--- src/hdl/word_count_search_tree_assert.svh ---
// Assertion macros for the word count search tree block.
// Included by wcst_walk, which checks its own logic; needs clk_i and rst_ni in scope.
`ifndef WORD_COUNT_SEARCH_TREE_ASSERT_SVH
`define WORD_COUNT_SEARCH_TREE_ASSERT_SVH
`ifndef SYNTH
// The consequent must hold in the same cycle as the antecedent.
`define WCST_ASSERT_SAME(lbl, ante, cons, msg) \
  lbl: assert property (@(posedge clk_i) disable iff (!rst_ni) (ante) |-> (cons)) \
    else $error(msg);
// The consequent must hold in the cycle after the antecedent.
`define WCST_ASSERT_NEXT(lbl, ante, cons, msg) \
  lbl: assert property (@(posedge clk_i) disable iff (!rst_ni) (ante) |=> (cons)) \
    else $error(msg);
`else
`define WCST_ASSERT_SAME(lbl, ante, cons, msg)
`define WCST_ASSERT_NEXT(lbl, ante, cons, msg)
`endif
`endif

--- src/hdl/wcst_ram.sv ---
// Generic single-port-write, single-port-read RAM with a registered read.
// No dependencies.
`timescale 1ns / 1ps

module wcst_ram #(
  parameter int WIDTH = 8,
  parameter int DEPTH = 16
) (
  input  logic                     clk_i,
  input  logic                     we_i,
  input  logic [$clog2(DEPTH)-1:0] waddr_i,
  input  logic [WIDTH-1:0]         wdata_i,
  input  logic                     re_i,
  input  logic [$clog2(DEPTH)-1:0] raddr_i,
  output logic [WIDTH-1:0]         rdata_o
);

  logic [WIDTH-1:0] mem_q [DEPTH];

  always_ff @(posedge clk_i) begin
    if (we_i) begin
      mem_q[waddr_i] <= wdata_i;
    end
  end

  always_ff @(posedge clk_i) begin
    if (re_i) begin
      rdata_o <= mem_q[raddr_i];
    end
  end

endmodule

--- config.mk ---
export PLATFORM = sky130hd
export DESIGN_NAME = wcst_ram
export DESIGN_NICKNAME = d
export VERILOG_FILES = /design/src/hdl/word_count_search_tree_assert.svh /design/src/hdl/wcst_ram.sv
export SDC_FILE = /design/constraint.sdc
export NUM_CORES = 1
export LEC_CHECK = 0
export ABC_AREA = 1
export CAP_MARGIN = 10
export CELL_PAD_IN_SITES_DETAIL_PLACEMENT = 0
export CELL_PAD_IN_SITES_GLOBAL_PLACEMENT = 2
export CORE_MARGIN = 5
export CORE_UTILIZATION = 40
export CTS_BUF_LIST = sky130_fd_sc_hd__clkbuf_2
export CTS_CLUSTER_SIZE = 28
export DETAILED_ROUTE_END_ITERATION = 10
export DONT_BUFFER_PORTS = 1
export GPL_TIMING_DRIVEN = 0
export PLACE_DENSITY = 0.75
export SLEW_MARGIN = 0
export SYNTH_ARGS = -nofsm -noshare
export SYNTH_HDL_FRONTEND = slang
export SYNTH_SLANG_ARGS = --single-unit
--- constraint.sdc ---
create_clock -name clk_i -period 1.3 [get_ports clk_i]
set_clock_uncertainty 0.05 [all_clocks]
set_input_delay 0.325 -clock clk_i [delete_from_list [all_inputs] [get_ports clk_i]]
set_output_delay 0.325 -clock clk_i [all_outputs]
set_load 0.01 [all_outputs]
==> results.yml <==
outcome:
  status: "complete, but fails checks"
  violations: "setup timing"
clocking:
  numCtsBuffers: 17
  cts.sinks: 136
  clk_latency_ns: 0.72
  path_clk_slew_ns: 0.20
  htree_levels: 4
  cts_tree: "done"
  clock_path_buffers: 2
  cts-root-buf: "clkbuf_2"
global_route:
  grt_overflow: 0
  antenna_found_initial: 2
  first_global_vias: 3685
  grt_max_degree: 17
  grt_first_pass_wirelength_um: 22800
  grt_util_all_layers: 0.191
finish:
  most-common-layout-cells: "nand2_1, edfxtp_1, inv_1, nand3_1, clkbuf_2"
  fin_nets: 603
  drive_gt1_frac: 0.119
  final_common_cell: "nand2_1"
  area_delta_synth_final_pct: 12.0
  nFillCells: 1385
placement:
  portBuffers: 0
  place_congestion: 0.782
  dpl.hpwl_um: 9900
  post-place-ws_ns: -0.504
run:
  max_cap_viol_count: 0
timing:
  clock.fmax_mhz: 637
  fin_crit_sh: 1.21
  drv_slew: 0
  relSlewSlack: 0.336
  rsz0062_at_grt: "true"
  layout_setup_ws_ns: -0.270
  setup_violations: 80
  period_minus_slack_ns: 1.57
  worst_pin_slew_ns: 0.992
  hold_viol: 0
power:
  vdd_ir_drop_max_v: 0.000668
  power_density_mw_per_mm2: 1270
  power_mw: 8.33
  p_leak_nw: 2.75
drt:
  wl_um: 15100
  routed_via_density: 4.84
  first_pass_iters: 5
  ant_nets: 0
  routedWlPerCell_um: 19.3
  dr_total_vias: 3791
  drt_iter0_drc: 276
  drc: 0
floorplanning:
  initial_core_util: 0.405
  core_area_mm2: 0.0144
  rows: 44
  die_area_mm2: 0.0171
  fp.dieW_um: 131
  io_pins: 27
  die_h_um: 131
synthesis:
  syn_avg_cell_area_um2: 10.6
  synth_seq_area_share: 0.698
  synthCells: 551
  yosysWarnings: 0
  mappedNetlistArea_mm2: 0.00585
  synth_cell_type_count: 11
  syn_nets: 570
  synth_seq_cells: 136
worst_setup_path:
  cp_data_arrival_time_ns: 1.86
  path_class: "in -> reg"
  required_ns: 1.59
  start_kind: "input pin"
  slowest_stage: "nor2_1"
  slowest_delay_ns: 0.79
  reg2reg_slack_ns: 0.08
  worstPathCellList: "dlygate4sd3_1 > inv_1 > nand2_1 > nor2_1"
  worstPathMaxFanout: 8
  cp-end-kind: "register"
worst_hold_path:
  min_path_type: "in -> reg"
==> flip-flops by register name, indices dropped and copies added, names as in the netlist <==
name / cells
mem_q: 128
rdata_o: 8
==> cells in the mapped netlist <==
master	n	share of area
edfxtp_1	136	0.70
nand3b_1	2	0.0026
buf_1	1	0.00064
inv_2	2	0.0013
nand2_1	173	0.11
inv_1	100	0.064
nand3_1	97	0.083
buf_4	4	0.0051
buf_2	13	0.011
buf_6	6	0.012
nor2_1	17	0.011
==> final cells by class <==
cell class / count / area (um^2) / share of cell area
Multi-Input combinational cell: 289 / 1270 / 0.194
Clock buffer: 18 / 90.1 / 0.0138
Buffer: 24 / 166 / 0.0254
Clock inverter: 14 / 176 / 0.0269
Antenna cell: 2 / 5.00 / 0.000765
Timing Repair Buffer: 14 / 140 / 0.0214
Sequential cell: 136 / 4080 / 0.624
Inverter: 102 / 383 / 0.0585
Tap cell: 184 / 230 / 0.0352
==> path summary, 6_finish.rpt <==
check	end	cells past startpoint	start
hold reg to reg	rdata_o[1]	6	mem_q[2][1]
hold / removal	mem_q[2][6]	3	waddr_i[3]
setup / recovery	mem_q[5][1]	4	waddr_i[1]
setup reg to reg	rdata_o[3]	6	mem_q[11][3]
==> metal layers <==
layer | global-route usage | wire (um)
met5 | 0 | 11
met4 | 0.0593 | 150
met3 | 0.0439 | 902
met2 | 0.299 | 6970
met1 | 0.266 | 7090
==> worst max-delay path: cells and delay by family <==
family	cells	cell delay (ns)
simple gates	2	0.91
buf+inv	2	0.62
==> per-stage QoR <==
stage / std cells / TNS [ns] / hold WS [ns] / utilization / cell area [um^2]
finish: 783 / -16.35 / 0.0631 / 0.454 / 6550
global route: 783 / -17.56 / 0.00230 / 0.454 / 6550
CTS: 779 / -2.56 / 0.00287 / 0.448 / 6460
detailed placement: 735 / -49.30 / 0.375 / 0.421 / 6080
global placement: 735 / -48.23 / 0.375 / 0.421 / 6080
floorplan: 551 / -1.65 / 0.374 / - / 5850
==> logic make-up after synthesis <==
family                 count (synthesis)  synth area share
and+or+nand+nor                      289             0.208
buffers and inverters                126            0.0939
DFF                                  136             0.698
==> report_power, final <==
| group | switching (mW) | leakage [nW] | total [mW] | internal (mW) |
|---|---|---|---|---|
| combinational | 0.456 | 1.37 | 0.645 | 0.188 |
| clock | 1.63 | 0.143 | 2.72 | 1.09 |
| sequential | 0.0353 | 1.24 | 4.97 | 4.94 |
| total | 2.12 | 2.75 | 8.33 | 6.21 |
==> repair_timing <==
| action | CTS | global route |
|---|---|---|
| hold endpoints to repair | 142 | 18 |
| hold buffers | 12 | 2 |
| gates resized for setup | 0 | 14 |
| buffers inserted | 0 | 0 |
| setup endpoints to repair | 8 | 22 |
Power figures use the tool's default switching activity.
