===== src/hdl/word_count_search_tree_assert.svh =====
// Assertion macros for the word count search tree block.
// Included by wcst_walk, which checks its own logic; needs clk_i and rst_ni in scope.
`ifndef WORD_COUNT_SEARCH_TREE_ASSERT_SVH
`define WORD_COUNT_SEARCH_TREE_ASSERT_SVH
`ifndef SYNTH
// The consequent must hold in the same cycle as the antecedent.
`define WCST_ASSERT_SAME(lbl, ante, cons, msg) \
  lbl: assert property (@(posedge clk_i) disable iff (!rst_ni) (ante) |-> (cons)) \
    else $error(msg);
// The consequent must hold in the cycle after the antecedent.
`define WCST_ASSERT_NEXT(lbl, ante, cons, msg) \
  lbl: assert property (@(posedge clk_i) disable iff (!rst_ni) (ante) |=> (cons)) \
    else $error(msg);
`else
`define WCST_ASSERT_SAME(lbl, ante, cons, msg)
`define WCST_ASSERT_NEXT(lbl, ante, cons, msg)
`endif
`endif


===== src/hdl/wcst_pkg.sv =====
// Shared types and constants of the word count search tree block.
// No dependencies; imported by every module of the block except wcst_ram.
`timescale 1ns / 1ps

package wcst_pkg;

  localparam int NODES       = 256;
  localparam int COUNT_W     = 16;
  localparam int IDX_W       = $clog2(NODES);
  localparam int NODE_CNT_W  = $clog2(NODES + 1);
  localparam int HEAD_W      = 16;
  localparam int TAIL_W      = 64;
  localparam int RES_COUNT_W = 16;

  typedef logic [IDX_W-1:0]      idx_t;
  typedef logic [NODE_CNT_W-1:0] node_cnt_t;
  typedef logic [COUNT_W-1:0]    count_t;

  typedef struct packed {
    logic [HEAD_W-1:0] word_head;
    logic [TAIL_W-1:0] word_tail;
  } word_t;

  typedef struct packed {
    logic [RES_COUNT_W-1:0] word_count;
    logic                   newly_added;
    logic                   table_full;
  } result_t;

  typedef struct packed {
    logic [HEAD_W-1:0] key_head;
    logic [TAIL_W-1:0] key_tail;
    count_t            count;
    idx_t              left;
    idx_t              right;
  } node_t;

  localparam int NODE_W = $bits(node_t);

  typedef struct packed {
    logic  we;
    idx_t  waddr;
    node_t wdata;
    logic  re;
    idx_t  raddr;
  } mem_req_t;

  typedef enum logic [1:0] {
    ST_IDLE,
    ST_WALK,
    ST_LINK
  } state_e;

  localparam count_t COUNT_MAX = {COUNT_W{1'b1}};
  localparam count_t COUNT_ONE = count_t'(1);

endpackage


===== src/hdl/wcst_walk.sv =====
// Tree walk controller: compares the word against one node per cycle, then
// updates a count, links a new node or flags a full table. Depends on wcst_pkg and the assert header.
`timescale 1ns / 1ps
`include "word_count_search_tree_assert.svh"

module wcst_walk (
  input  logic              clk_i,
  input  logic              rst_ni,
  input  logic              start,
  output logic              busy,
  input  wcst_pkg::word_t   word_i,
  output logic              done_o,
  output wcst_pkg::result_t result_o,
  output wcst_pkg::mem_req_t mem_o,
  input  wcst_pkg::node_t   rdata_i
);

  import wcst_pkg::*;

  state_e    state_q, state_d;
  word_t     word_q, word_d;
  idx_t      cur_q, cur_d;
  idx_t      new_idx_q, new_idx_d;
  logic      go_left_q, go_left_d;
  node_cnt_t node_cnt_q, node_cnt_d;
  result_t   res_q, res_d;
  logic      done_q, done_d;

  logic      accept;
  logic      tree_empty;
  logic      key_eq;
  logic      key_lt;
  idx_t      next_idx;
  logic      no_child;
  logic      pool_full;
  count_t    count_inc;

  assign accept     = start && (state_q == ST_IDLE);
  assign tree_empty = (node_cnt_q == '0);
  assign key_eq     = ({word_q.word_head, word_q.word_tail} ==
                       {rdata_i.key_head, rdata_i.key_tail});
  assign key_lt     = ({word_q.word_head, word_q.word_tail} <
                       {rdata_i.key_head, rdata_i.key_tail});
  assign next_idx   = key_lt ? rdata_i.left : rdata_i.right;
  assign no_child   = (next_idx == '0) ||
                      (node_cnt_t'(next_idx) >= node_cnt_q);
  assign pool_full  = (node_cnt_q >= node_cnt_t'(NODES));
  assign count_inc  = (rdata_i.count == COUNT_MAX) ? COUNT_MAX : rdata_i.count + COUNT_ONE;

  always_comb begin
    state_d = state_q;
    unique case (state_q)
      ST_IDLE: begin
        if (accept && !tree_empty) begin
          state_d = ST_WALK;
        end
      end
      ST_WALK: begin
        if (key_eq) begin
          state_d = ST_IDLE;
        end else if (no_child) begin
          state_d = pool_full ? ST_IDLE : ST_LINK;
        end
      end
      ST_LINK: state_d = ST_IDLE;
      default: state_d = ST_IDLE;
    endcase
  end

  always_comb begin
    word_d     = word_q;
    cur_d      = cur_q;
    new_idx_d  = new_idx_q;
    go_left_d  = go_left_q;
    node_cnt_d = node_cnt_q;
    res_d      = res_q;
    done_d     = 1'b0;
    mem_o      = '0;
    mem_o.wdata = rdata_i;
    unique case (state_q)
      ST_IDLE: begin
        if (accept) begin
          word_d = word_i;
          cur_d  = '0;
          if (tree_empty) begin
            mem_o.we    = 1'b1;
            mem_o.waddr = '0;
            mem_o.wdata = '{key_head: word_i.word_head, key_tail: word_i.word_tail,
                            count: COUNT_ONE, left: '0, right: '0};
            node_cnt_d  = node_cnt_t'(1);
            res_d       = '{word_count: RES_COUNT_W'(COUNT_ONE), newly_added: 1'b1,
                            table_full: 1'b0};
            done_d      = 1'b1;
          end else begin
            mem_o.re    = 1'b1;
            mem_o.raddr = '0;
          end
        end
      end
      ST_WALK: begin
        if (key_eq) begin
          mem_o.we          = 1'b1;
          mem_o.waddr       = cur_q;
          mem_o.wdata.count = count_inc;
          res_d  = '{word_count: RES_COUNT_W'(count_inc), newly_added: 1'b0,
                     table_full: 1'b0};
          done_d = 1'b1;
        end else if (no_child) begin
          if (pool_full) begin
            res_d = '{word_count: '0, newly_added: 1'b0, table_full: 1'b1};
          end else begin
            mem_o.we    = 1'b1;
            mem_o.waddr = node_cnt_q[IDX_W-1:0];
            mem_o.wdata = '{key_head: word_q.word_head, key_tail: word_q.word_tail,
                            count: COUNT_ONE, left: '0, right: '0};
            new_idx_d   = node_cnt_q[IDX_W-1:0];
            go_left_d   = key_lt;
            node_cnt_d  = node_cnt_q + node_cnt_t'(1);
            res_d       = '{word_count: RES_COUNT_W'(COUNT_ONE), newly_added: 1'b1,
                            table_full: 1'b0};
          end
          done_d = 1'b1;
        end else begin
          mem_o.re    = 1'b1;
          mem_o.raddr = next_idx;
          cur_d       = next_idx;
        end
      end
      ST_LINK: begin
        mem_o.we    = 1'b1;
        mem_o.waddr = cur_q;
        if (go_left_q) begin
          mem_o.wdata.left = new_idx_q;
        end else begin
          mem_o.wdata.right = new_idx_q;
        end
      end
      default: begin
      end
    endcase
  end

  always_ff @(posedge clk_i or negedge rst_ni) begin
    if (!rst_ni) begin
      state_q    <= ST_IDLE;
      node_cnt_q <= '0;
      done_q     <= 1'b0;
    end else begin
      state_q    <= state_d;
      node_cnt_q <= node_cnt_d;
      done_q     <= done_d;
    end
  end

  always_ff @(posedge clk_i) begin
    word_q    <= word_d;
    cur_q     <= cur_d;
    new_idx_q <= new_idx_d;
    go_left_q <= go_left_d;
    res_q     <= res_d;
  end

  assign busy     = (state_q != ST_IDLE);
  assign done_o   = done_q;
  assign result_o = res_q;

  `WCST_ASSERT_SAME(a_cnt_bound, 1'b1, node_cnt_q <= node_cnt_t'(NODES), "node count above pool size")
  `WCST_ASSERT_SAME(a_no_rw_clash, mem_o.we && mem_o.re, mem_o.waddr != mem_o.raddr, "read and write hit one entry")
  `WCST_ASSERT_SAME(a_flags_excl, done_q, !(res_q.newly_added && res_q.table_full), "new and full flags both set")
  `WCST_ASSERT_NEXT(a_grow_reports, node_cnt_d != node_cnt_q, done_q && res_q.newly_added, "node added without a new-word result")
  `WCST_ASSERT_SAME(a_done_has_cause, done_q, $past(busy) || $past(start), "result without a transaction")

endmodule


===== config.mk =====
export PLATFORM = sky130hd
export DESIGN_NAME = wcst_walk
export DESIGN_NICKNAME = d
export VERILOG_FILES = /design/src/hdl/wcst_pkg.sv /design/src/hdl/wcst_walk.sv
export VERILOG_INCLUDE_DIRS = /design/src /design/src/hdl
export SDC_FILE = /design/constraint.sdc
export NUM_CORES = 1
export LEC_CHECK = 0
export BUFFER_PORTS_ARGS = -buffer_cell sky130_fd_sc_hd__buf_4
export CAP_MARGIN = 20
export CORE_MARGIN = 3
export CORE_UTILIZATION = 54
export CTS_BUF_LIST = sky130_fd_sc_hd__clkbuf_2 sky130_fd_sc_hd__clkbuf_4 sky130_fd_sc_hd__clkbuf_8
export CTS_CLUSTER_DIAMETER = 80
export DETAILED_ROUTE_END_ITERATION = 8
export PLACE_DENSITY = 0.87
export REMOVE_ABC_BUFFERS = 1
export SLEW_MARGIN = 20
export SYNTH_ARGS = -nofsm -noshare
export SYNTH_HDL_FRONTEND = slang
export SYNTH_SLANG_ARGS = --single-unit
export TNS_END_PERCENT = 100

===== constraint.sdc =====
create_clock -name clk_i -period 9.7 [get_ports clk_i]
set_clock_uncertainty 0.2 [all_clocks]
set_input_delay 0.97 -clock clk_i [delete_from_list [all_inputs] [get_ports clk_i]]
set_output_delay 0.97 -clock clk_i [all_outputs]
set_load 0.005 [all_outputs]

==> flow_summary.ini <==
[clocking]
cts_resized = 0
htreeDepth = 4
hold_buffers = 0
clk_pin_slew_ns = 0.08
cts_buffers = 17
clock_tree.root_cell = clkbuf_8
clk-insertion-delay-late_ns = 0.46
cts.sinks = 127
post-cts-setup-buffers = 0
cts_tree = done
clock_path_buffers = 2

[route]
vias = 8722
viasPerCell = 6.078
finalWirelength_um = 28880
avgRoutedWirePerCell_um = 20.12
first_pass_iters = 5
drcViolationCount = 0
drt_iter0_drc = 668
antenna_left = 0

[timing]
worst_pin_slew_ns = 0.9373
finalWorstSetupSlack_ns = 1.573
setup_viol = 0
slew_headroom_pct = 36.94
rsz0062_at_grt = false
period_needed_ns = 8.127
tns_ns = 0
hold_slack_ns = 0.1501
min_period_over_period_pct = 83.79
final-hold-violation-count = 0
drv_slew = 0
fmax_mhz = 123.0

[synthesis]
synth-edff-count = 115
synthFlopType = edfxtp_1
yosys-top-cells-area = edfxtp_1 39%, ha_1 13%, a221o_1 7.6%
async_flop_share_pct = 9.449
yosysWarnings = 0
yosysSeqAreaShare_pct = 42.68
mappedNetlistArea_um2 = 8795
yosysUniqueCellTypes = 54
synth_top_area_share_pct = 39.27
yosysTopAreaCell = edfxtp_1
syn_inst = 888
syn_avg_cell_area_um2 = 9.904
ys_ff_latch = 127

[run_status]
status = finished clean

[pwr]
powerDensity_nw_per_um2 = 236.1
power.leakage_nw = 5.604
vdd_ir_drop_max_v = 0.0001699

[floorplan]
ios = 345
die_w_um = 133.6
core.rowCount = 46
fp.dieH_um = 133.6
core_um2 = 15890
die_area_um2 = 17850
start_util_pct = 55.36

[global_route]
grt_first_pass_wirelength_um = 44370
grt_overflow = 0
antenna_found_initial = 0
grt_use_total_pct = 31.35
grt_pass1_vias = 8390
grt_max_degree = 104

[final_layout]
layout_commonest_cell = buf_4
nets = 1492
fin_util_pct = 75.16
drive_gt1_share_pct = 31.17
multi_input_area_um2 = 4434
fin_cells = 1435
antenna_cells = 0
register_area_um2 = 3754
syn_to_final_growth_pct = 35.75
layout_common_cells = 347 x buf_4, 115 x edfxtp_1, 110 x inv_1
nFillCells = 1137

[critical_path]
required_ns = 8.53
endpoint_kind = primary output
ff2ff_setup_slack_ns = 3.50
path_max_fanout = 103
setup.worst_path.start_class = input port
criticalPathCategory = in2out
worstPathArrival_ns = 6.96

[placement]
place_inst = 1403
dpl.hpwl_um = 21910
gp_congestion = 0.9289
port_buffers = 344
pre_cts_ws_ns = 1.699

[hold_path]
hold_class = in2async

[job]
drv_cap = 0
-- per-stage QoR --
stage / power [W] / cell area, um2
floorplan: 0.001615 / 8596
global placement: 0.002258 / 11490
detailed placement: 0.002287 / 11500
CTS: 0.002814 / 11940
global route: 0.002989 / 11940
finish: 0.002819 / 11940
-- final cells by class --
cell class,count,area share (%)
Timing Repair Buffer,348,21.99
Multi-Input combinational cell,601,37.14
Sequential cell,127,31.44
Clock buffer,18,2.023
Tap cell,216,2.264
Clock inverter,14,1.645
Inverter,111,3.500
-- where the power goes --
group | total, W | switching (W) | internal [W] | leakage, nW
Clock | 0.000523 | 0.000220 | 0.000304 | 0.210
Sequential | 0.000897 | 0.000103 | 0.000793 | 1.23
Combinational | 0.00140 | 0.000729 | 0.000670 | 4.17
Total | 0.00282 | 0.00105 | 0.00177 | 5.60
-- worst max-delay path, cell delays in order --
cell,delay (ns)
buf_4,0.11
inv_1,0.08
ha_1,0.25
a21oi_1,0.15
o21ai_1,0.08
a221oi_1,0.26
or4b_1,0.52
a221oi_1,0.48
nand2_1,0.42
mux2i_1,0.48
inv_1,0.09
ha_1,0.30
and3_1,0.20
nand2_1,0.07
a311o_1,0.35
and3_1,0.18
and3_1,0.25
nor4_4,0.36
buf_12,0.39
nor2_1,0.28
a221oi_1,0.44
buf_4,0.18
-- kinds of logic (layout without fill, tap and decap cells) --
family / count (synthesis) / after routing / share of synthesized area [%]
xor+xnor: 14 / 14 / 1.394
fa+ha+maj: 91 / 91 / 12.95
mux: 11 / 11 / 1.266
flops: 127 / 127 / 42.68
simple gates: 262 / 262 / 14.82
buf+inv: 160 / 491 / 7.000
compound gates: 223 / 223 / 19.89
-- cells in the mapped netlist, types with 4 or more instances --
cell       count
a221o_1       67
nor4_1        13
a22o_1        23
mux2i_1       10
xor2_1         5
a21o_1        13
inv_1        111
dfrtp_1       12
ha_1          91
and3_1         9
a22oi_1        7
o31ai_1        7
nand3_1       19
nor2_1        53
and4_1         7
buf_2         12
clkbuf_1      35
xnor2_1        9
edfxtp_1     115
o21ai_0       17
o211ai_1       4
a221oi_1      10
a21oi_1       46
o2bb2ai_1      8
nand4_1       16
nand2_1       46
nor3_1        83
-- layer usage --
metal	vias up	wire length (um)	global-route usage, %	share of wire, %
met5	-	0	0	0
met4	0	1118	13.83	3.9
met3	82	2764	8.686	9.6
met2	516	13870	51.81	48
met1	4093	11120	38.58	39
li1	4031	-	-	-
-- path summary, 6_finish.rpt --
path,from,endpoint,cells after the start
min in group clk_i,node_cnt_q[4]$_DFFE_PN0P_,new_idx_q[4]$_DFFE_PP_,0
max in group asynchronous,rst_ni,node_cnt_q[3]$_DFFE_PN0P_,1
min,rst_ni,done_o$_DFF_PN0_,1
max,rdata_i[39],mem_o[91],22
max reg2reg,word_q[5]$_DFFE_PP_,node_cnt_q[1]$_DFFE_PN0P_,19
min reg2reg,node_cnt_q[4]$_DFFE_PN0P_,new_idx_q[4]$_DFFE_PP_,0
-- flip-flops by register name, summed over array words and instances (netlist names) --
signal,cells
node_cnt_q,9
cur_q,8
go_left_q,1
word_q,80
result_o,18
done_o,1
state_q,2
new_idx_q,8
Note: power is estimated with default switching activity, not from simulation.
